<file path="src/rtl/core/gf2m_affine_hash_matcher_unit_defines.svh">
// Assertion macros shared by the hash matcher RTL.
`ifndef GF2M_AFFINE_HASH_MATCHER_UNIT_DEFINES_SVH
`define GF2M_AFFINE_HASH_MATCHER_UNIT_DEFINES_SVH

// Checks that a property holds at every clock edge outside reset.
`define GFAHM_ASSERT(label, prop, msg) \
  label: assert property (@(posedge clk_i) disable iff (!rst_ni) (prop)) else $error(msg);

// Checks that the consequent holds in the cycle after the antecedent.
`define GFAHM_ASSERT_NEXT(label, ante, cons, msg) \
  label: assert property (@(posedge clk_i) disable iff (!rst_ni) (ante) |=> (cons)) \
    else $error(msg);

`endif

</file>
<file path="src/rtl/core/gfahm_pkg.sv">
// Types, constants and helper functions of the GF(2^m) affine hash matcher.
package gfahm_pkg;

  localparam int unsigned MaxDegree = 32;
  localparam int unsigned ElemW     = 32;
  localparam int unsigned DataW     = 32;
  localparam int unsigned DegW      = 6;
  localparam int unsigned CfgAddrW  = 5;
  localparam int unsigned NumCells  = ElemW;
  localparam int unsigned EffMax    = (MaxDegree < ElemW) ? MaxDegree : ElemW;
  localparam int unsigned MinDegree = 2;

  typedef enum logic [2:0] {
    RegFieldDegree = 3'd0,
    RegHashBits    = 3'd1,
    RegModulusLow  = 3'd2,
    RegMultKey     = 3'd3,
    RegAddKey      = 3'd4,
    RegTargetHash  = 3'd5
  } reg_idx_e;

  localparam logic [DegW-1:0]  FieldDegreeRst = DegW'(26);
  localparam logic [DegW-1:0]  HashBitsRst    = DegW'(18);
  localparam logic [DataW-1:0] ModulusLowRst  = '0;
  localparam logic [DataW-1:0] MultKeyRst     = DataW'(1);
  localparam logic [DataW-1:0] AddKeyRst      = '0;
  localparam logic [DataW-1:0] TargetHashRst  = '0;

  // Configuration register contents.
  typedef struct packed {
    logic [DegW-1:0]  field_degree;
    logic [DegW-1:0]  hash_bits;
    logic [DataW-1:0] modulus_low;
    logic [DataW-1:0] mult_key;
    logic [DataW-1:0] add_key;
    logic [DataW-1:0] target_hash;
  } cfg_t;

  // Field constants derived from the configuration, shared by every cell.
  typedef struct packed {
    logic [ElemW-1:0] mmask;
    logic [ElemW-1:0] top_bit;
    logic [ElemW-1:0] fmod;
    logic [ElemW-1:0] mult;
  } key_t;

  // Data handed from one cell to the next.
  typedef struct packed {
    logic [ElemW-1:0] prod;
    logic [ElemW-1:0] elem;
    logic             last;
  } stage_t;

  // Mask of the low n bits, all ones from the full word width upward.
  function automatic logic [ElemW-1:0] low_mask(input logic [DegW-1:0] n);
    logic [ElemW-1:0] res;
    if (n >= DegW'(ElemW)) begin
      res = '1;
    end else begin
      res = (ElemW'(1) << n) - ElemW'(1);
    end
    return res;
  endfunction

  // Degree clamped to the supported range.
  function automatic logic [DegW-1:0] eff_degree(input logic [DegW-1:0] m);
    logic [DegW-1:0] res;
    res = m;
    if (res > DegW'(EffMax)) begin
      res = DegW'(EffMax);
    end
    if (res < DegW'(MinDegree)) begin
      res = DegW'(MinDegree);
    end
    return res;
  endfunction

endpackage

</file>
<file path="src/rtl/core/gfahm_regs.sv">
// APB-style configuration register file of the hash matcher.
module gfahm_regs (
  input  logic                            clk_i,
  input  logic                            rst_ni,
  input  logic                            psel,
  input  logic                            penable,
  input  logic                            pwrite,
  input  logic [gfahm_pkg::CfgAddrW-1:0]  paddr,
  input  logic [gfahm_pkg::DataW-1:0]     pwdata,
  output logic [gfahm_pkg::DataW-1:0]     prdata,
  output logic                            pready,
  output gfahm_pkg::cfg_t                 cfg_o
);

  gfahm_pkg::cfg_t      cfg_q, cfg_d;
  gfahm_pkg::reg_idx_e  idx;
  logic                 wr_en;

  assign idx    = gfahm_pkg::reg_idx_e'(paddr[gfahm_pkg::CfgAddrW-1:2]);
  assign wr_en  = psel && penable && pwrite;
  assign pready = 1'b1;
  assign cfg_o  = cfg_q;

  always_comb begin
    cfg_d = cfg_q;
    if (wr_en) begin
      case (idx)
        gfahm_pkg::RegFieldDegree: cfg_d.field_degree = pwdata[gfahm_pkg::DegW-1:0];
        gfahm_pkg::RegHashBits:    cfg_d.hash_bits    = pwdata[gfahm_pkg::DegW-1:0];
        gfahm_pkg::RegModulusLow:  cfg_d.modulus_low  = pwdata;
        gfahm_pkg::RegMultKey:     cfg_d.mult_key     = pwdata;
        gfahm_pkg::RegAddKey:      cfg_d.add_key      = pwdata;
        gfahm_pkg::RegTargetHash:  cfg_d.target_hash  = pwdata;
        default: ;
      endcase
    end
  end

  always_comb begin
    case (idx)
      gfahm_pkg::RegFieldDegree: prdata = gfahm_pkg::DataW'(cfg_q.field_degree);
      gfahm_pkg::RegHashBits:    prdata = gfahm_pkg::DataW'(cfg_q.hash_bits);
      gfahm_pkg::RegModulusLow:  prdata = cfg_q.modulus_low;
      gfahm_pkg::RegMultKey:     prdata = cfg_q.mult_key;
      gfahm_pkg::RegAddKey:      prdata = cfg_q.add_key;
      gfahm_pkg::RegTargetHash:  prdata = cfg_q.target_hash;
      default:                   prdata = '0;
    endcase
  end

  always_ff @(posedge clk_i or negedge rst_ni) begin
    if (!rst_ni) begin
      cfg_q.field_degree <= gfahm_pkg::FieldDegreeRst;
      cfg_q.hash_bits    <= gfahm_pkg::HashBitsRst;
      cfg_q.modulus_low  <= gfahm_pkg::ModulusLowRst;
      cfg_q.mult_key     <= gfahm_pkg::MultKeyRst;
      cfg_q.add_key      <= gfahm_pkg::AddKeyRst;
      cfg_q.target_hash  <= gfahm_pkg::TargetHashRst;
    end else begin
      cfg_q <= cfg_d;
    end
  end

endmodule

</file>
<file path="config.mk">
export PLATFORM = sky130hd
export DESIGN_NAME = gfahm_regs
export DESIGN_NICKNAME = d
export VERILOG_FILES = /design/src/rtl/core/gf2m_affine_hash_matcher_unit_defines.svh /design/src/rtl/core/gfahm_pkg.sv /design/src/rtl/core/gfahm_regs.sv
export SDC_FILE = /design/constraint.sdc
export NUM_CORES = 1
export LEC_CHECK = 0
export ABC_AREA = 1
export BUFFER_PORTS_ARGS = -buffer_cell sky130_fd_sc_hd__buf_2
export CAP_MARGIN = 20
export CORE_AREA = 4 4 128 130
export CTS_CLUSTER_DIAMETER = 50
export DETAILED_ROUTE_END_ITERATION = 12
export DIE_AREA = 0 0 132 134
export GPL_TIMING_DRIVEN = 0
export PLACE_DENSITY = 0.72
export SLEW_MARGIN = 20
export SYNTH_ARGS = -nofsm -noshare
export SYNTH_HDL_FRONTEND = slang
export SYNTH_SLANG_ARGS = --single-unit
export TNS_END_PERCENT = 50
</file>
<file path="constraint.sdc">
create_clock -name clk_i -period 1 [get_ports clk_i]
set_input_delay 0.1 -clock clk_i [delete_from_list [all_inputs] [get_ports clk_i]]
set_output_delay 0.1 -clock clk_i [all_outputs]
set_load 0.1 [all_outputs]
</file>
==> flow_summary.yaml <==
power_and_ir_drop:
  vdd_drop_max_uv: 1810
  p_per_area_nw_per_um2: 2620
  p_leak_nw: 6.13
  p_int_mw: 18.5
  p_clk_share_pct: 16.4
  netSwitchingFraction_pct: 49.7
  p_switching_mw: 18.2
  comb_power_share_pct: 58.5
  finalPower_mw: 36.7
  seq_power_share_pct: 25.1
clock_network:
  clk_latency_ns: 0.43
  clock-sinks: 140
  hold_buffers: 32
  cts_buffer_depth: 2
  cts_made_buffers: 17
  cts_tree: "yes"
  cts_root_buf: "clkbuf_16"
  cts.clk_slew.worst_paths_ns: 0.06
  cts_max_level: 4
sta:
  slew_headroom_pct: 58.6
  maxSlewViolCount: 0
  tightestPinTransition_ns: 0.621
  period_share_pct: 175
  max_freq_mhz: 571
  rsz0062_at_grt: "yes"
  setup_slack_ns: -0.752
  finalClockSkew_ns: 0
  hold_viol_final: 60
  setup_viol: 192
  whs_ns: -0.383
  fin_crit_ns: 1.75
synthesis:
  yosysSeqAreaShare_pct: 53.4
  ys_ff_latch: 140
  syn_nets: 891
  ys_types: 19
  synthCells: 849
  syn_avg_cell_area_um2: 7.74
  syn-cell-area_um2: 6580
  yosysWarnings: 0
routing:
  drt-pass1-iter-count: 5
  vias: 8549
  drc: 0
  wl_per_cell_um: 27.0
  via_per_inst: 6.11
  dr_wl_met3_mm: 3.48
  ant_nets: 0
  met1_length_mm: 12.7
  met2_length_mm: 18.7
  highest_layer: "met4"
  wirelength_mm: 37.8
  drt_iter0_drc: 1061
cells_and_area:
  final.fill_count: 490
  drive_above_1_share_pct: 58.9
  instances_no_fill: 1399
  seqCellArea_um2: 3910
  final_nets: 1240
  multi_input_area_um2: 3540
  diodes: 0
  fin_util_pct: 92.3
  largest_register_ffs: 140
  area_growth_pct: 113
grt:
  grt_pass1_vias: 8075
  antenna_found_initial: 0
  grt_usage_pct: 34.4
  grt_start_max_net_pins: 76
  grt_overflow: 0
  grt_pass1_wl_mm: 46.5
run_status:
  run_status: "finished with violations"
  failed_checks: "negative hold slack, negative setup slack"
worst_setup_path:
  cp_max_fo: 2
  critical_path.cell_chain: "inv_1 > nor2_1 > a21oi_1 > nand2_4 > buf_12"
  crit_family: "flip-flops"
  crit_start: "cfg_o[65]$_DFFE_PN0P_"
  max_stage_delay_ns: 0.43
  regToRegStartpoint: "cfg_o[138]$_DFFE_PN1P_"
  cp.buffers_inverters: 2
  critical_path_arrival_ns: 1.65
  path_class: "reg2out"
  startpoint_type: "flop"
  critPathRequiredTime_ns: 0.90
  end_kind: "primary output"
  cpMaxStageDelayCell: "dfrtp_2"
placement:
  portBuffers: 209
  gp_routability_congestion: 0.904
  place_hpwl_mm: 17.3
  dp_cells: 1247
floorplan:
  fp.dieW_um: 132
  coreArea_um2: 15100
  io_pins: 215
  die-area_um2: 17700
  initial_core_util_pct: 43.4
  fp.dieH_um: 134
  rows: 45
worst_hold_path:
  hold_path.class: "in2async"
job:
  maxCapViolCount: 0
## metal layers
metal  GRT usage, %  up-vias
met5              0        -
met4           18.0        0
met3           8.81      246
met2           57.9      680
met1           40.7     4227
li1               -     3396
## cells in the final DEF (no fill, tap or decap), drive strengths merged
| cell | n |
|---|---|
| clkinv | 6 |
| dlygate4sd3 | 32 |
| a21oi | 31 |
| dfstp | 6 |
| nand2 | 260 |
| conb | 1 |
| dfrtp | 134 |
| nand4 | 13 |
| nand3 | 69 |
| buf | 333 |
| o21ai | 140 |
| clkbuf | 46 |
| clkinvlp | 1 |
| nor2 | 44 |
| inv | 94 |
| nor3 | 1 |
## metrics by stage
stage / hold WS [ns] / setup TNS [ns] / setup slack [ns] / cell area, um^2
global route: -0.348 / -56.97 / -0.762 / 14000
global placement: 0.354 / -449.01 / -2.76 / 9060
finish: -0.383 / -53.39 / -0.752 / 14000
floorplan: -0.196 / -10.50 / -0.351 / 7780
detailed placement: 0.0861 / -83.51 / -0.892 / 9090
CTS: -0.361 / -59.68 / -0.605 / 12400
## cell usage after synthesis (all sizes together)
master | number | area, um^2
nand2 | 260 | 976
nand4 | 13 | 81.3
nor3 | 1 | 10.0
nand3 | 69 | 350
dfrtp | 134 | 3350
o21ai | 140 | 701
clkbuf | 28 | 105
a21oi | 31 | 155
nor2 | 44 | 175
dfstp | 6 | 158
inv | 94 | 353
conb | 1 | 3.75
buf | 28 | 154
## final cells by class
cell class / instances / area share [%]
plain buffers: 56 / 3.34
clock inverters: 7 / 0.268
clock buffers: 25 / 3.62
flip-flops and latches: 140 / 28.0
well taps: 188 / 1.68
repair buffers: 330 / 35.0
inverters: 94 / 2.76
multi-input cells: 559 / 25.3
## final timing paths
check	slack, ns	to	depth (start not counted)
worst max-delay path	-0.75	prdata[1]	5
worst min-delay path	-0.38	cfg_o[90]$_DFFE_PN0P_	1
worst max register to register	-0.15	cfg_o[138]$_DFFE_PN1P_	5
worst min register to register	0.58	cfg_o[119]$_DFFE_PN0P_	2
max in group asynchronous	0.58	cfg_o[73]$_DFFE_PN0P_	2
min in group clk_i	0.15	cfg_o[63]$_DFFE_PN0P_	5
## repair_timing
item,4_1_cts,5_1_grt
gates resized for setup,636,342
endpoints found under the setup margin,216,243
setup buffers,22,69
gates cloned,0,1
hold endpoints to repair,192,59
pin swaps,15,29
## logic make-up after synthesis
family                 share of synthesized area [%]
AND/OR/NAND/NOR                                 24.2
other                                         0.0570
AO/OA/AOI/OAI                                   13.0
flip-flops                                      53.4
buffers and inverters                           9.31
## power by group through the flow
stage	logic [mW]	registers, mW	clock network [mW]
CTS	18.4	8.93	5.89
global route	21.8	9.28	6.25
finish	21.4	9.21	6.03
detailed placement	14.2	8.47	0
floorplan	3.24	17.1	0
global placement	14.1	8.43	0
Power figures use the tool's default switching activity.
