--- config.mk ---
export PLATFORM = sky130hd
export DESIGN_NAME = gfahm_cell
export DESIGN_NICKNAME = d
export VERILOG_FILES = /design/src/rtl/core/gf2m_affine_hash_matcher_unit_defines.svh /design/src/rtl/core/gfahm_pkg.sv /design/src/rtl/core/gfahm_cell.sv
export SDC_FILE = /design/constraint.sdc
export NUM_CORES = 1
export LEC_CHECK = 0
export BUFFER_PORTS_ARGS = -buffer_cell sky130_fd_sc_hd__clkbuf_2
export CAP_MARGIN = 20
export CORE_MARGIN = 5
export CORE_UTILIZATION = 35
export DETAILED_ROUTE_END_ITERATION = 8
export GPL_ROUTABILITY_DRIVEN = 0
export GPL_TIMING_DRIVEN = 1
export PLACE_DENSITY = 0.73
export SKIP_LAST_GASP = 1
export SYNTH_ARGS = -nofsm -noshare
export SYNTH_HDL_FRONTEND = slang
export SYNTH_SLANG_ARGS = --single-unit
--- constraint.sdc ---
create_clock -name clk_i -period 1.2 [get_ports clk_i]
set_input_delay 0.3 -clock clk_i [delete_from_list [all_inputs] [get_ports clk_i]]
set_output_delay 0.3 -clock clk_i [all_outputs]
set_load 0.01 [all_outputs]
--- src/rtl/core/gf2m_affine_hash_matcher_unit_defines.svh ---
// Assertion macros shared by the hash matcher RTL.
`ifndef GF2M_AFFINE_HASH_MATCHER_UNIT_DEFINES_SVH
`define GF2M_AFFINE_HASH_MATCHER_UNIT_DEFINES_SVH

// Checks that a property holds at every clock edge outside reset.
`define GFAHM_ASSERT(label, prop, msg) \
  label: assert property (@(posedge clk_i) disable iff (!rst_ni) (prop)) else $error(msg);

// Checks that the consequent holds in the cycle after the antecedent.
`define GFAHM_ASSERT_NEXT(label, ante, cons, msg) \
  label: assert property (@(posedge clk_i) disable iff (!rst_ni) (ante) |=> (cons)) \
    else $error(msg);

`endif

--- src/rtl/core/gfahm_pkg.sv ---
// Types, constants and helper functions of the GF(2^m) affine hash matcher.
package gfahm_pkg;

  localparam int unsigned MaxDegree = 32;
  localparam int unsigned ElemW     = 32;
  localparam int unsigned DataW     = 32;
  localparam int unsigned DegW      = 6;
  localparam int unsigned CfgAddrW  = 5;
  localparam int unsigned NumCells  = ElemW;
  localparam int unsigned EffMax    = (MaxDegree < ElemW) ? MaxDegree : ElemW;
  localparam int unsigned MinDegree = 2;

  typedef enum logic [2:0] {
    RegFieldDegree = 3'd0,
    RegHashBits    = 3'd1,
    RegModulusLow  = 3'd2,
    RegMultKey     = 3'd3,
    RegAddKey      = 3'd4,
    RegTargetHash  = 3'd5
  } reg_idx_e;

  localparam logic [DegW-1:0]  FieldDegreeRst = DegW'(26);
  localparam logic [DegW-1:0]  HashBitsRst    = DegW'(18);
  localparam logic [DataW-1:0] ModulusLowRst  = '0;
  localparam logic [DataW-1:0] MultKeyRst     = DataW'(1);
  localparam logic [DataW-1:0] AddKeyRst      = '0;
  localparam logic [DataW-1:0] TargetHashRst  = '0;

  // Configuration register contents.
  typedef struct packed {
    logic [DegW-1:0]  field_degree;
    logic [DegW-1:0]  hash_bits;
    logic [DataW-1:0] modulus_low;
    logic [DataW-1:0] mult_key;
    logic [DataW-1:0] add_key;
    logic [DataW-1:0] target_hash;
  } cfg_t;

  // Field constants derived from the configuration, shared by every cell.
  typedef struct packed {
    logic [ElemW-1:0] mmask;
    logic [ElemW-1:0] top_bit;
    logic [ElemW-1:0] fmod;
    logic [ElemW-1:0] mult;
  } key_t;

  // Data handed from one cell to the next.
  typedef struct packed {
    logic [ElemW-1:0] prod;
    logic [ElemW-1:0] elem;
    logic             last;
  } stage_t;

  // Mask of the low n bits, all ones from the full word width upward.
  function automatic logic [ElemW-1:0] low_mask(input logic [DegW-1:0] n);
    logic [ElemW-1:0] res;
    if (n >= DegW'(ElemW)) begin
      res = '1;
    end else begin
      res = (ElemW'(1) << n) - ElemW'(1);
    end
    return res;
  endfunction

  // Degree clamped to the supported range.
  function automatic logic [DegW-1:0] eff_degree(input logic [DegW-1:0] m);
    logic [DegW-1:0] res;
    res = m;
    if (res > DegW'(EffMax)) begin
      res = DegW'(EffMax);
    end
    if (res < DegW'(MinDegree)) begin
      res = DegW'(MinDegree);
    end
    return res;
  endfunction

endpackage

--- src/rtl/core/gfahm_cell.sv ---
// One multiply-reduce cell: folds one element bit into the running product.
module gfahm_cell (
  input  logic              clk_i,
  input  logic              rst_ni,
  input  logic              en_i,
  input  logic              valid_i,
  input  gfahm_pkg::stage_t stage_i,
  input  gfahm_pkg::key_t   key_i,
  output logic              valid_o,
  output gfahm_pkg::stage_t stage_o
);

  logic              valid_q;
  logic              top_set;
  gfahm_pkg::stage_t stage_q, stage_d;

  // Horner step: p = p*x mod f, then add a when the current element bit is set.
  // The element word rotates left so its next bit is always at the top.
  always_comb begin
    top_set       = |(stage_i.prod & key_i.top_bit);
    stage_d.prod  = ((stage_i.prod << 1) & key_i.mmask)
                  ^ (top_set ? key_i.fmod : '0)
                  ^ (stage_i.elem[gfahm_pkg::ElemW-1] ? key_i.mult : '0);
    stage_d.elem  = {stage_i.elem[gfahm_pkg::ElemW-2:0], stage_i.elem[gfahm_pkg::ElemW-1]};
    stage_d.last  = stage_i.last;
  end

  always_ff @(posedge clk_i or negedge rst_ni) begin
    if (!rst_ni) begin
      valid_q <= 1'b0;
    end else if (en_i) begin
      valid_q <= valid_i;
    end
  end

  always_ff @(posedge clk_i) begin
    if (en_i) begin
      stage_q <= stage_d;
    end
  end

  assign valid_o = valid_q;
  assign stage_o = stage_q;

endmodule

==> impl.org, run 1 <==
** Synthesis
- Flop and latch count out of synthesis :: 66
- Of all flip-flops after synthesis, the portion carrying an async set or reset was 0.01515.
- The synthesized netlist contains 14 unique library cells.
- The synthesized design contains 65 enable-type register cells.
- In the synthesized netlist the dominant register cell turns out to be sky130_fd_sc_hd__edfxtp_1.
- A synthesized cell averages 12.71 sq um.
- Counting every instance in the synthesized netlist gives roughly 250.
- Yosys Warn Count :: 0
- Post-Synthesis Net Count :: 450
- The share of the Yosys chip area taken by registers is 0.6145.
- After synthesis the cells add up to ~3200 sq um.

** Global route
- For this run, the total global-route usage over all layers was measured as 0.1722.
- Overall overflow remaining after global route :: 0
- The initial antenna violation count was 0.
- The first global-routing pass estimated between 15 and 20 mm of wire.
- Entering global routing, the biggest net connects 23 pins.
- The number of global-route vias before repair came to approximately 3,000.

** Clock tree
- Clock tree root buffer cell :: sky130_fd_sc_hd__clkbuf_8
- Clock tree from TritonCTS :: yes
- Number of buffers added by the clock tree synthesis step :: 9
- The clock net in this run drives a total of 66 sinks.
- The longest clock path from root to sink contains 2 buffers.
- Buffers inserted during post-CTS setup optimization :: 0
- Clock-pin slew was measured on the worst setup and hold paths at around 0.080 ns.
- The H-tree was split into 3 levels.
- Skew-Pair Late Insertion Delay :: around 0.33 ns

** Placed design
- The number of placed instances, taps included, is 642.
- Worst slack at placement :: -1.046 ns
- The placed instances occupy a cell area of 4838 sq um.
- Input and output buffers added on the ports amount to ~260.
- Total half-perimeter wirelength after legalization and detailed placement :: 8.745 mm

** STA
- For the finished layout, the period the worst path requires is about 1.6 ns.
- Setup repair after global routing could not meet its margin everywhere.
- Min Hold Slack :: about 0.14 ns
- Clock skew :: 0 ns
- Hold violation total from the final report :: 0
- For the pin with the worst max-slew slack, the measured transition is about 0.26 ns.
- Remaining max-slew budget at the tightest pin :: 0.8244
- Final Slew Violations :: 0
- Setup violators final :: 32
- Of the available clock period, the critical path in the final layout requires 1.341.
- Fin worst setup slack :: -0.4093 ns
- Fmax :: around 620 MHz

** Final layout
- The area growth from synthesis to layout is 58.38%.
- With fillers left out, the area of the finished cells amounts to between 5000 and 6000 sq um.
- Cell Count, Final, Fillers Out :: approximately 660
- Proportion of layout cells with a drive suffix above 1 :: 0.6277
- The multi-input combinational cells in the finished layout cover a total of between 1000 and 1500 sq um.
- The library cell used most frequently in the layout, excluding fill and tap cells, is sky130_fd_sc_hd__clkbuf_2.
- After the last flow step, the layout net total stands at 740.
- Counting the fill cells in the layout gives between 700 and 800.
- Leaving out fill and tap cells, the most frequent cells in the layout are sky130_fd_sc_hd__clkbuf_2 (257), sky130_fd_sc_hd__nand2_1 (65), sky130_fd_sc_hd__edfxtp_1 (65).
- Antenna Diode Count :: 0
- Storage cell area :: 1977 sq um
- Core occupancy in the finished layout :: 0.5593

** Drt
- Drt initial violations :: around 110
- Before antenna repair, the detailed router went through 6 iterations.
- The routed design has between 9 and 10 mm of wire.
- Number of vias after detailed routing :: ~2,900
- Once detail routing completed, the nets flagged for antenna violations numbered 0.
- Routed length per instance :: 15.10 microns
- In the routed layout, each cell is associated on average with a via count of roughly 4.4.
- Number of design rule violations left after detail routing :: 0

** Status
- The final reports fail on negative setup slack.
- Result of the run :: complete, but fails checks

** Worst setup path
- In this run the register-to-register setup slack is 0.45 ns.
- For the worst flop-to-flop path, the logic depth is 1.
- At the worst endpoint, the arrival time is between 1.5 and 2 ns.
- Data required, critical path :: approximately 1.3 ns
- Type of origin of the critical path :: input port
- Along the worst path, the maximum fanout reaches 20.
- Reg2reg end :: valid_o
- Critical path type :: input port to flip-flop
- Endpoint kind of the worst setup timing path :: flip-flop
- The worst register-to-register path begins at valid_o.

** Min path
- Along the worst hold path, the cell count comes to 1.
- Hold Path End :: stage_o[20]
- Class of the most critical hold timing path :: input port to flip-flop
- Start point of the worst min-delay path :: stage_i[19]

** Floorplanning
- IO Count :: 263
- Die Height :: 105.9 microns
- Die span in x :: 105.9 microns
- Initial Util :: 0.3532
- After floorplanning, the core was sized to cover about 9100 sq um.
- # rows :: 35
- Floorplan die area :: approximately 11,000 sq um

** Power
- The worst-case IR drop observed on VDD is 0.6527 mV.
- Cell internal power dissipation :: about 0.0045 W
- Proportion of power drawn by combinational gates :: 0.213
- Power per Cell Area :: 1182 nW/um^2
- Summed over all cells, the static leakage comes to ~2.4 nW.
- The share of total power dissipated in sequential elements is 0.480.
- Of the total power, the share spent switching nets is 0.2522.
- Switch Pwr :: ~0.0015 W
- Of the total power, the clock network draws 0.307.

** Job
- Max-cap violations :: 0
-- routing by layer --
metal / track usage / vias up / share of wire
met5: 0 / - / 0
met4: 0.03423 / 0 / 0.0044
met1: 0.1938 / 1313 / 0.38
li1: - / 1454 / -
met3: 0.05511 / 2 / 0.077
met2: 0.3183 / 137 / 0.54
-- final cells by class --
cell class	count	share of cell area
sequential	66	0.3880
timing repair buffer	286	0.3080
multi-input combinational	180	0.2367
tap	111	0.02726
clock buffer	10	0.02701
clock inverter	6	0.01302
-- flip-flops by register name (all words and copies together), names as in the netlist --
register,count
stage_o,65
valid_o,1
-- critical path: stages --
cell	delay, ns
sky130_fd_sc_hd__clkbuf_2	0.09
sky130_fd_sc_hd__a22oi_2	0.22
sky130_fd_sc_hd__nand4_1	0.15
sky130_fd_sc_hd__or4_4	0.56
sky130_fd_sc_hd__buf_12	0.18
sky130_fd_sc_hd__nand2_1	0.09
sky130_fd_sc_hd__xor2_1	0.07
-- synth_stat cells (2+ instances only) --
master                     instances  area share
sky130_fd_sc_hd__nand2_2          30       0.058
sky130_fd_sc_hd__a22oi_1          14       0.033
sky130_fd_sc_hd__a22oi_2           2      0.0078
sky130_fd_sc_hd__edfxtp_1         65        0.61
sky130_fd_sc_hd__xnor2_1          31       0.084
sky130_fd_sc_hd__nand2_1          65       0.076
sky130_fd_sc_hd__xor2_1           32       0.087
sky130_fd_sc_hd__clkbuf_1          3      0.0035
sky130_fd_sc_hd__buf_12            3       0.019
sky130_fd_sc_hd__nand4_1           4      0.0078
-- kinds of logic (layout without fill, tap and decap cells) --
kind of cell | after synthesis | count (layout) | synth area share
DFF | 66 | 66 | 0.6145
and+or+nand+nor | 100 | 100 | 0.1443
AOI/OAI and AO/OA | 16 | 16 | 0.04045
buffers and inverters | 7 | 302 | 0.02567
xor gates and xnor gates | 63 | 63 | 0.1715
muxes | 1 | 1 | 0.003500
-- power groups by stage --
| stage | logic, W | registers, W | clock network (W) |
|---|---|---|---|
| after global placement | 0.00125 | 0.00294 | 0 |
| after CTS | 0.00129 | 0.00290 | 0.00193 |
| after global routing | 0.00139 | 0.00291 | 0.00205 |
| after floorplan | 0.000364 | 0.00307 | 0 |
| after detailed placement | 0.00128 | 0.00294 | 0 |
| final | 0.00128 | 0.00289 | 0.00185 |
-- what timing repair did --
action | CTS | global route
endpoints found under the hold margin | 1 | 0
pin swaps | 3 | 5
hold buffers | 1 | 0
resized for setup | 6 | 7
endpoints found under the setup margin | 32 | 44
-- stage by stage --
step	setup TNS [ns]	total power (W)
final	-12.25	0.006021
after global routing	-12.35	0.006354
after CTS	-11.98	0.006112
after detailed placement	-32.01	0.004221
after global placement	-33.56	0.004190
after floorplan	-16.72	0.003438
-- how the worst max path moves through the flow --
stage                      from          end  slack (ns)
finish                key_i[76]  stage_o[33]       -0.41
global route          key_i[76]  stage_o[33]       -0.43
CTS                   key_i[76]  stage_o[33]       -0.41
detailed placement  stage_i[45]  stage_o[64]       -1.05
global placement    stage_i[45]  stage_o[64]       -1.10
floorplan           stage_i[51]  stage_o[34]       -0.53
Note: power is estimated with default switching activity, not from simulation.
==> run 2: changes to the inputs <==
Settings changed: CORE_MARGIN 5 to 8.
==> impl.org, run 2 (synthesis results as in run 1) <==
** Clock tree
- Skew-Pair Late Insertion Delay :: 0.33 ns (about the same)
- TritonCTS built the clock tree.
- The number of H-tree levels was 3 (unchanged).
- The largest buffer count on any clock path was 2 (unchanged).
- The clock transition at the registers of the reported paths is 0.08 ns (about the same).
- The tree is rooted in a sky130_fd_sc_hd__clkbuf_8.
- Number of buffers added by the clock tree synthesis step :: 9 (unchanged)
- CTS sink count :: 66 (unchanged)

** STA
- The slew at the pin closest to its max-slew limit was 0.2816 ns (+0.01827 ns).
- Clock skew :: 0 ns (unchanged)
- The remaining max-slew budget at the tightest pin is 0.8122 (-0.01218).
- The count of endpoints failing setup in the final report came to 32 (unchanged).
- The clock period minus worst slack is 1.673 ns (+0.06323 ns).
- The count of endpoints failing hold in the final timing report is 0 (unchanged).
- Final Slew Violations :: 0 (unchanged)
- The fmax was 597.9 MHz (-3.8%).
- The part of the cycle the worst path needs came to 1.394 (+0.05269).
- Setup repair after global routing missed its margin :: true
- Fin worst setup slack :: -0.4726 ns (-0.06323 ns)
- Final sum of negative setup slack :: -14.46 ns (-2.216 ns)
- The worst hold margin is 0.1377 ns (-0.006656 ns).

** Global route
- Vias in the first global route :: 3,371 (+10%)
- Overall overflow remaining after global route :: 0 (unchanged)
- Wire length of the first global-routing pass :: 16.86 mm (+12%)
- The initial antenna violation count is 0 (unchanged).
- The maximum number of pins on one net before global-route repair came to 45 (+96%).
- The global-route usage over all layers is 0.1725 (+0.0003634).

** Drt
- The routed via count divided by cell count came to 4.512 (+2.3%).
- The remaining number of nets flagged by the antenna check after routing is 0 (unchanged).
- DRT Wirelength :: 11.16 mm (+12%)
- Number of vias after detailed routing :: 2,996 (+3.1%)
- Routed length per instance :: 16.81 microns (+11%)
- The DRC violation count after routing was 0 (unchanged).
- The initial detailed-routing violation count was 115 (+3.6%).
- The first-pass iteration count of the detailed router was 4 (-2).

** Worst setup path
- Arrival time worst endpoint :: 1.75 ns (+0.06 ns)
- Delay of the slowest cell on the worst path :: 0.62 ns (+0.06 ns)
- Endpoint kind of the worst setup timing path :: flip-flop
- The worst setup path is launched from an input port.
- The startpoint identified for the worst register-to-register timing path is valid_o.
- Reg2reg end :: valid_o
- Among all stages on the critical path, the largest delay is contributed by sky130_fd_sc_hd__or4_4.
- Worst path cell trace :: buf_6, a22oi_2, nand4_1, or4_4, clkbuf_16, nand2_2, xnor2_1
- The worst-case register-to-register setup slack was 0.45 ns (about the same).
- Critical path type :: input port to flip-flop
- The worst path required time is 1.28 ns (about the same).
- Largest fanout on the critical path :: 12 (-40%)
- The worst-case reg-to-reg path depth is 1 (unchanged).

** Final layout
- Fill cell instance count of the final layout :: 805 (+0.75%)
- Net count reported at finish :: 745 (+0.68%)
- Core occupancy in the finished layout :: 0.5760 (+0.01664)
- Proportion of layout cells with a drive suffix above 1 :: 0.6311 (+0.003366)
- The total area of multi-input combinational cells is 1251 sq um (+3.7%).
- The number of antenna cells inserted came to 0 (unchanged).
- Finished layout cell area :: 5221 sq um (+2.5%)
- The area of all sequential standard cells came to 1977 sq um (unchanged).
- Layout Area Growth over Synthesis :: 62.31%
- Leaving out fill and tap cells, the most frequent cell in the layout is sky130_fd_sc_hd__clkbuf_2.
- Number of flip-flops under the largest register name :: 65 (unchanged)
- Leading cell types in the layout, fill and taps excluded :: sky130_fd_sc_hd__clkbuf_2 (254), sky130_fd_sc_hd__nand2_1 (65), sky130_fd_sc_hd__edfxtp_1 (65)

** Power
- The static power due to leakage was 2.513 nW (+2.9%).
- Power per Cell Area :: 1204 nW/um^2 (+1.9%)
- The largest vdd supply drop was 0.7320 mV (+12%).
- Final total power :: 0.006289 W (+4.4%)

** Floorplanning
- The die area was 12,510 sq um (+12%).
- Die Height :: 111.9 microns (+5.7%)
- The placeable core area was 9065 sq um (-0.48%).
- The number of top-level pins was 263 (unchanged).
- The number of rows in the core area came to 35 (unchanged).
- The effective utilization at floorplan came to 0.3549 (+0.001706).
- The overall die width is 111.9 microns (+5.7%).

** Placed design
- The number of buffer cells added on primary ports came to 261 (unchanged).
- Total half-perimeter wirelength after legalization and detailed placement :: 9.511 mm (+8.8%)
- The post-detailed-placement cell area is 4843 sq um (+0.10%).

** Min path
- The worst hold path belongs to the class input port to flip-flop.
- For hold timing, the worst endpoint is stage_o[17].
- The startpoint identified for the worst hold timing path is stage_i[16].
- The hold-critical path depth was 1 (unchanged).

** Status
- Violations in the final reports :: negative setup slack
- The flow ran to the end, but the final reports show violations.

** Job
- Max-cap violations :: 0 (unchanged)
[run 2: changes by cell type in the layout (fill, tap and decap cells not counted), sizes merged]
cell and delta:
clkbuf -2, clkinv +1, buf +7, clkinvlp -2, bufinv +1
[run 2: metrics by stage]
stage | std cells | worst slack [ns]
finish | 664 | -0.4726
CTS | 663 | -0.4944
global route | 664 | -0.5239
global placement | 646 | -1.073
floorplan | 253 | -0.5298
detailed placement | 646 | -1.090
[run 2: worst max path at each step]
stage | to | slack [ns] | startpoint
final | stage_o[59] | -0.47 | stage_i[38]
after CTS | stage_o[38] | -0.49 | stage_i[38]
after detailed placement | stage_o[33] | -1.09 | stage_i[38]
after global placement | stage_o[64] | -1.07 | stage_i[38]
after global routing | stage_o[33] | -0.52 | stage_i[38]
after floorplan | stage_o[34] | -0.53 | stage_i[51]
[run 2: where the power goes]
group	switching (W)	leakage, nW	internal [W]
registers	0.0000639	0.648	0.00283
clock network	0.000862	0.112	0.00123
logic	0.000630	1.75	0.000678
[run 2: cell type report]
type,count,area share
well taps,111,0.02660
multi-input cells,180,0.2396
clock inverters,6,0.01725
clock buffers,10,0.02636
repair buffers,291,0.3115
flip-flops and latches,66,0.3786
[run 2: timing repair]
| item | in CTS | in global routing |
|---|---|---|
| endpoints found under the hold margin | 1 | 0 |
| resized for setup | 2 | 28 |
| pin swaps | 3 | 2 |
| setup endpoints to repair | 33 | 48 |
| hold buffers | 1 | 0 |
| setup buffers | 0 | 0 |
| gates cloned | 0 | 1 |
[run 2: worst max-delay path: cells and delay by family]
kind / cells / cell delay (ns)
xor gates and xnor gates: 1 / 0.06
AOI/OAI and AO/OA: 1 / 0.20
buffers and inverters: 2 / 0.32
and+or+nand+nor: 3 / 0.87
[run 2: metal layers]
layer  track usage  wire length, microns  vias to the layer above
li1              -                     -                     1465
met1        0.1738                  4078                     1380
met2        0.3247                  6175                      138
met3       0.05898                   735                       13
met4       0.05469                   169                        0
met5             0                     0                        -
==> run 3: changes to the inputs <==
Settings changed: ABC_AREA set to 1, PLACE_DENSITY 0.73 to 0.72, RECOVER_POWER set to 50.
==> impl.org, run 3 <==
** Min path
- Class of the most critical hold timing path :: input port to flip-flop

** Worst setup path
- The signal on the critical path passes through buf_4, nand2_2, nand2_2, nor2_4, nand2_2, nor2_4, nand2_8, clkbuf_16, nand3_2, nand2_1.
- Endpoint kind of the worst setup timing path :: flip-flop
- The worst path required time was 1.30 ns (+0.02 ns).
- Delay of the slowest cell on the worst path :: 0.19 ns (-0.43 ns)
- Largest fanout on the critical path :: 7 (-5)
- Arrival time worst endpoint :: 1.30 ns (-0.45 ns)
- The worst setup path is of the input port to flip-flop kind.
- Most common cell type on the critical path :: sky130_fd_sc_hd__nand2_2
- Highest-delay cell along the critical path :: sky130_fd_sc_hd__clkbuf_16
- The worst-case register-to-register setup slack was 0.44 ns (about the same).
- The worst setup path is launched from an input port.

** Synthesis
- Combinational family with the most area after synthesis :: simple AND/OR/NAND/NOR gates
- The total nets after synthesis is 590 (+31%).
- Cell taking the most area after synthesis :: sky130_fd_sc_hd__edfxtp_1
- FFs w/ async S/R, synth :: 0.01515 (unchanged)
- In the synthesized netlist the dominant register cell turns out to be sky130_fd_sc_hd__edfxtp_1.
- Post-synthesis share of cell area spent on full adders, half adders and majority gates :: 0 (unchanged)
- Number of synthesized flops with an enable pin :: 65 (unchanged)
- The area of the mapped netlist is 3468 sq um (+7.8%).
- Xor/xnor cell area share of the yosys netlist :: 0.07828 (-0.09325)
- The post-synthesis compound-gate area fraction came to 0 (-0.04045).
- The count of distinct cell types in the synthesized netlist is 12 (-2).
- Simple logic cell fraction of the synthesized area :: 0.2900 (+0.1457)
- In the post-synthesis netlist, the cell with the most instances is sky130_fd_sc_hd__nand2_1.
- Yosys Warn Count :: 0 (unchanged)
- The portion of netlist area occupied by mux cells is 0.003247 (-0.0002538).
- Portion of synthesized cell area occupied by the leading cell type :: 0.5628 (-0.04400)
- The part of the Yosys area used for sequential elements was 0.5700 (-0.04456).
- The mean cell area of the mapped netlist was 8.825 sq um (-31%).
- The flip-flop and latch count after synthesis is 66 (unchanged).
- Ranked by total cell area, the synthesized netlist is headed by sky130_fd_sc_hd__edfxtp_1 (56%), sky130_fd_sc_hd__nand2_1 (23%), sky130_fd_sc_hd__xnor2_1 (7.8%).
- Most common library cells after synthesis :: sky130_fd_sc_hd__nand2_1 (211), sky130_fd_sc_hd__edfxtp_1 (65), sky130_fd_sc_hd__inv_1 (32), sky130_fd_sc_hd__nand3_1 (32), sky130_fd_sc_hd__xnor2_1 (31)
- Post-synthesis instance total :: 393 (+55%)

** Drt
- The wire length per cell after detailed routing is 14.98 microns (-11%).
- The DRC violation count after routing was 0 (unchanged).
- Number of vias after detailed routing :: 3,647 (+22%)
- The routed via count divided by cell count is 4.453 (-1.3%).
- The aggregate routed wire length was 12.27 mm (+10%).
- The initial detailed-routing violation count came to 137 (+19%).
- The first-pass iteration count of the detailed router was 4 (unchanged).
- The remaining number of nets flagged by the antenna check after routing came to 0 (unchanged).

** Clock tree
- Clock Pin Slew Worst Setup and Hold Paths :: 0.08 ns (about the same)
- Number of buffers added by the clock tree synthesis step :: 9 (unchanged)
- H-tree depth reported by CTS :: 3 (unchanged)
- Buffers inserted during post-CTS setup optimization :: 0 (unchanged)
- Maximum number of buffers from clock root to sink :: 2 (unchanged)
- CTS placed an instance of sky130_fd_sc_hd__clkbuf_8 at the clock tree root.
- Clock tree from TritonCTS :: yes
- The clock sink total was 66 (unchanged).
- Skew-Pair Late Insertion Delay :: 0.34 ns (about the same)

** STA
- Setup repair after global routing missed its margin :: true
- The slew at the pin closest to its max-slew limit is 0.6315 ns (+0.3498 ns).
- Remaining max-slew budget at the tightest pin :: 0.5790 (-0.2332)
- The final-layout setup total negative slack is 0 ns (+14.46 ns).
- The count of endpoints failing hold in the final timing report is 0 (unchanged).
- Minimum period implied by the final worst setup slack :: 1.196 ns (-0.4763 ns)
- The part of the cycle the worst path needs was 0.9968 (-0.3970).
- Final Slew Violations :: 0 (unchanged)
- The fmax came to 836.0 MHz (+40%).
- The worst setup skew after layout came to 0 ns (unchanged).
- The count of endpoints failing setup in the final report came to 0 (-100%).

** Floorplanning
- The effective utilization at floorplan came to 0.3581 (+0.003274).
- The die area came to 13,350 sq um (+6.7%).
- The overall die width is 115.5 microns (+3.3%).
- # rows :: 36 (+2.9%)
- The number of top-level pins was 263 (unchanged).
- The placeable core area is 9684 sq um (+6.8%).
- The height of the die is 115.5 microns (+3.3%).

** Final layout
- The net total in the final layout is 878 (+18%).
- The library cells used most frequently in the layout, excluding fill and tap cells, are sky130_fd_sc_hd__clkbuf_2 (248), sky130_fd_sc_hd__nand2_1 (187), sky130_fd_sc_hd__edfxtp_1 (65).
- Number of flip-flops under the largest register name :: 65 (unchanged)
- Finished layout cell area :: 5633 sq um (+7.9%)
- Layout Area Growth over Synthesis :: 62.41% (about the same)
- The post-route core utilization was 0.5817 (+0.005671).
- Leaving out fill and tap cells, the most frequent cell in the layout is sky130_fd_sc_hd__clkbuf_2.
- Antenna Diode Count :: 0 (unchanged)
- The fraction of layout instances using a drive strength above 1 was 0.5117 (-0.1194).

** Power
- The combinational group share of total power was 0.217 (+0.009).
- Cell internal power dissipation :: 0.004636 W (-2.0%)
- The power share of the clock group was 0.334 (about the same).
- The static power due to leakage was 3.068 nW (+22%).
- Switching power share of the total :: 0.2704 (+0.02296)
- Sequential Power Share :: 0.449 (-0.010)
- Power per Cell Area :: 1128 nW/um^2 (-6.3%)
- The largest vdd supply drop came to 0.5738 mV (-22%).
- The switching power is 0.001718 W (+10%).

** Global route
- The global-route usage over all layers is 0.1684 (-0.004153).
- The global-route wire length before repair is 17.48 mm (+3.7%).
- Pin count of the biggest net entering global routing :: 37 (-18%)
- Number of antenna violations at the first check in global routing :: 0 (unchanged)
- The overall overflow remaining after global route was 0 (unchanged).
- Vias in the first global route :: 3,882 (+15%)

** Status
- Result of the run :: finished, final reports clean

** Placed design
- The number of buffer cells added on primary ports is 261 (unchanged).
- The post-detailed-placement cell area is 5131 sq um (+5.9%).
- The detailed-placement wirelength estimate was 10.00 mm (+5.2%).

** Job
- The number of violations of the max-capacitance limit is 0 (unchanged).
## run 3: changes by cell type after synthesis, moves of 4 or more
cell	before	now
sky130_fd_sc_hd__nand2_1	65	211
sky130_fd_sc_hd__inv_1	0	32
sky130_fd_sc_hd__nand3_1	0	32
sky130_fd_sc_hd__xor2_1	32	0
sky130_fd_sc_hd__nand2_2	30	0
sky130_fd_sc_hd__a22oi_1	14	0
sky130_fd_sc_hd__nor2_1	0	8
sky130_fd_sc_hd__buf_6	1	6
sky130_fd_sc_hd__nand4_1	4	0
## run 3: final cells by class
type	instances	area (sq um)
multi-input combinational	286	1500
clock inverter	7	101.3
inverter	32	120.1
sequential	66	1977
fill	876	4051
timing repair buffer	286	1644
tap	133	166.4
clock buffer	9	123.9
## run 3: what timing repair did
item / CTS / global route
pin swaps: 0 / 32
gates cloned: 0 / 3
setup endpoints to repair: 6 / 69
hold buffers: 1 / 0
gates resized for setup: 0 / 66
endpoints found under the hold margin: 1 / 0
## run 3: kinds of logic (layout without fill, tap and decap cells)
kind of cell,after synthesis,count (layout)
flip-flops,66,66
buffers and inverters,41,334
AND/OR/NAND/NOR,254,254
multiplexers,1,1
XOR/XNOR,31,31
## run 3: stage by stage
step / total power, W / cells / worst slack, ns / hold WS (ns)
after floorplan: 0.003450 / 393 / -0.07914 / 0.004409
after global placement: 0.004167 / 799 / -0.3714 / 0.07715
after detailed placement: 0.004217 / 799 / -0.3726 / 0.08302
after CTS: 0.006346 / 816 / -0.02126 / 0.1090
after global routing: 0.006657 / 819 / -0.03421 / 0.09789
final: 0.006354 / 819 / 0.003798 / 0.1266
## run 3: critical path, delay by kind of cell
family,cells,cell delay [ns]
and+or+nand+nor,8,0.67
buffers and inverters,2,0.32
## run 3: power by group through the flow
| stage | logic, W | clock network [W] | registers [W] |
|---|---|---|---|
| 2_1_floorplan | 0.000427 | 0 | 0.00302 |
| 3_3_place_gp | 0.00127 | 0 | 0.00290 |
| 3_5_place_dp | 0.00131 | 0 | 0.00291 |
| 4_1_cts | 0.00131 | 0.00217 | 0.00286 |
| 5_1_grt | 0.00152 | 0.00227 | 0.00288 |
| 6_report | 0.00138 | 0.00212 | 0.00285 |
## run 3: routing by layer
| layer | up-vias | global-route usage | share of wire |
|---|---|---|---|
| met4 | 0 | 0.07443 | 0.027 |
| met5 | - | 0 | 0 |
| met2 | 182 | 0.3178 | 0.53 |
| met1 | 1618 | 0.1626 | 0.35 |
| li1 | 1820 | - | - |
| met3 | 27 | 0.05524 | 0.093 |
## run 3: final timing paths
| check | from | endpoint | depth (start not counted) |
|---|---|---|---|
| max in group asynchronous | rst_ni | valid_o | 2 |
| worst min-delay path | stage_i[1] | stage_o[2] | 1 |
| worst max register to register | valid_o | valid_o | 1 |
| worst min register to register | valid_o | valid_o | 1 |
| min in group asynchronous | rst_ni | valid_o | 2 |
| worst max-delay path | stage_i[34] | stage_o[54] | 10 |
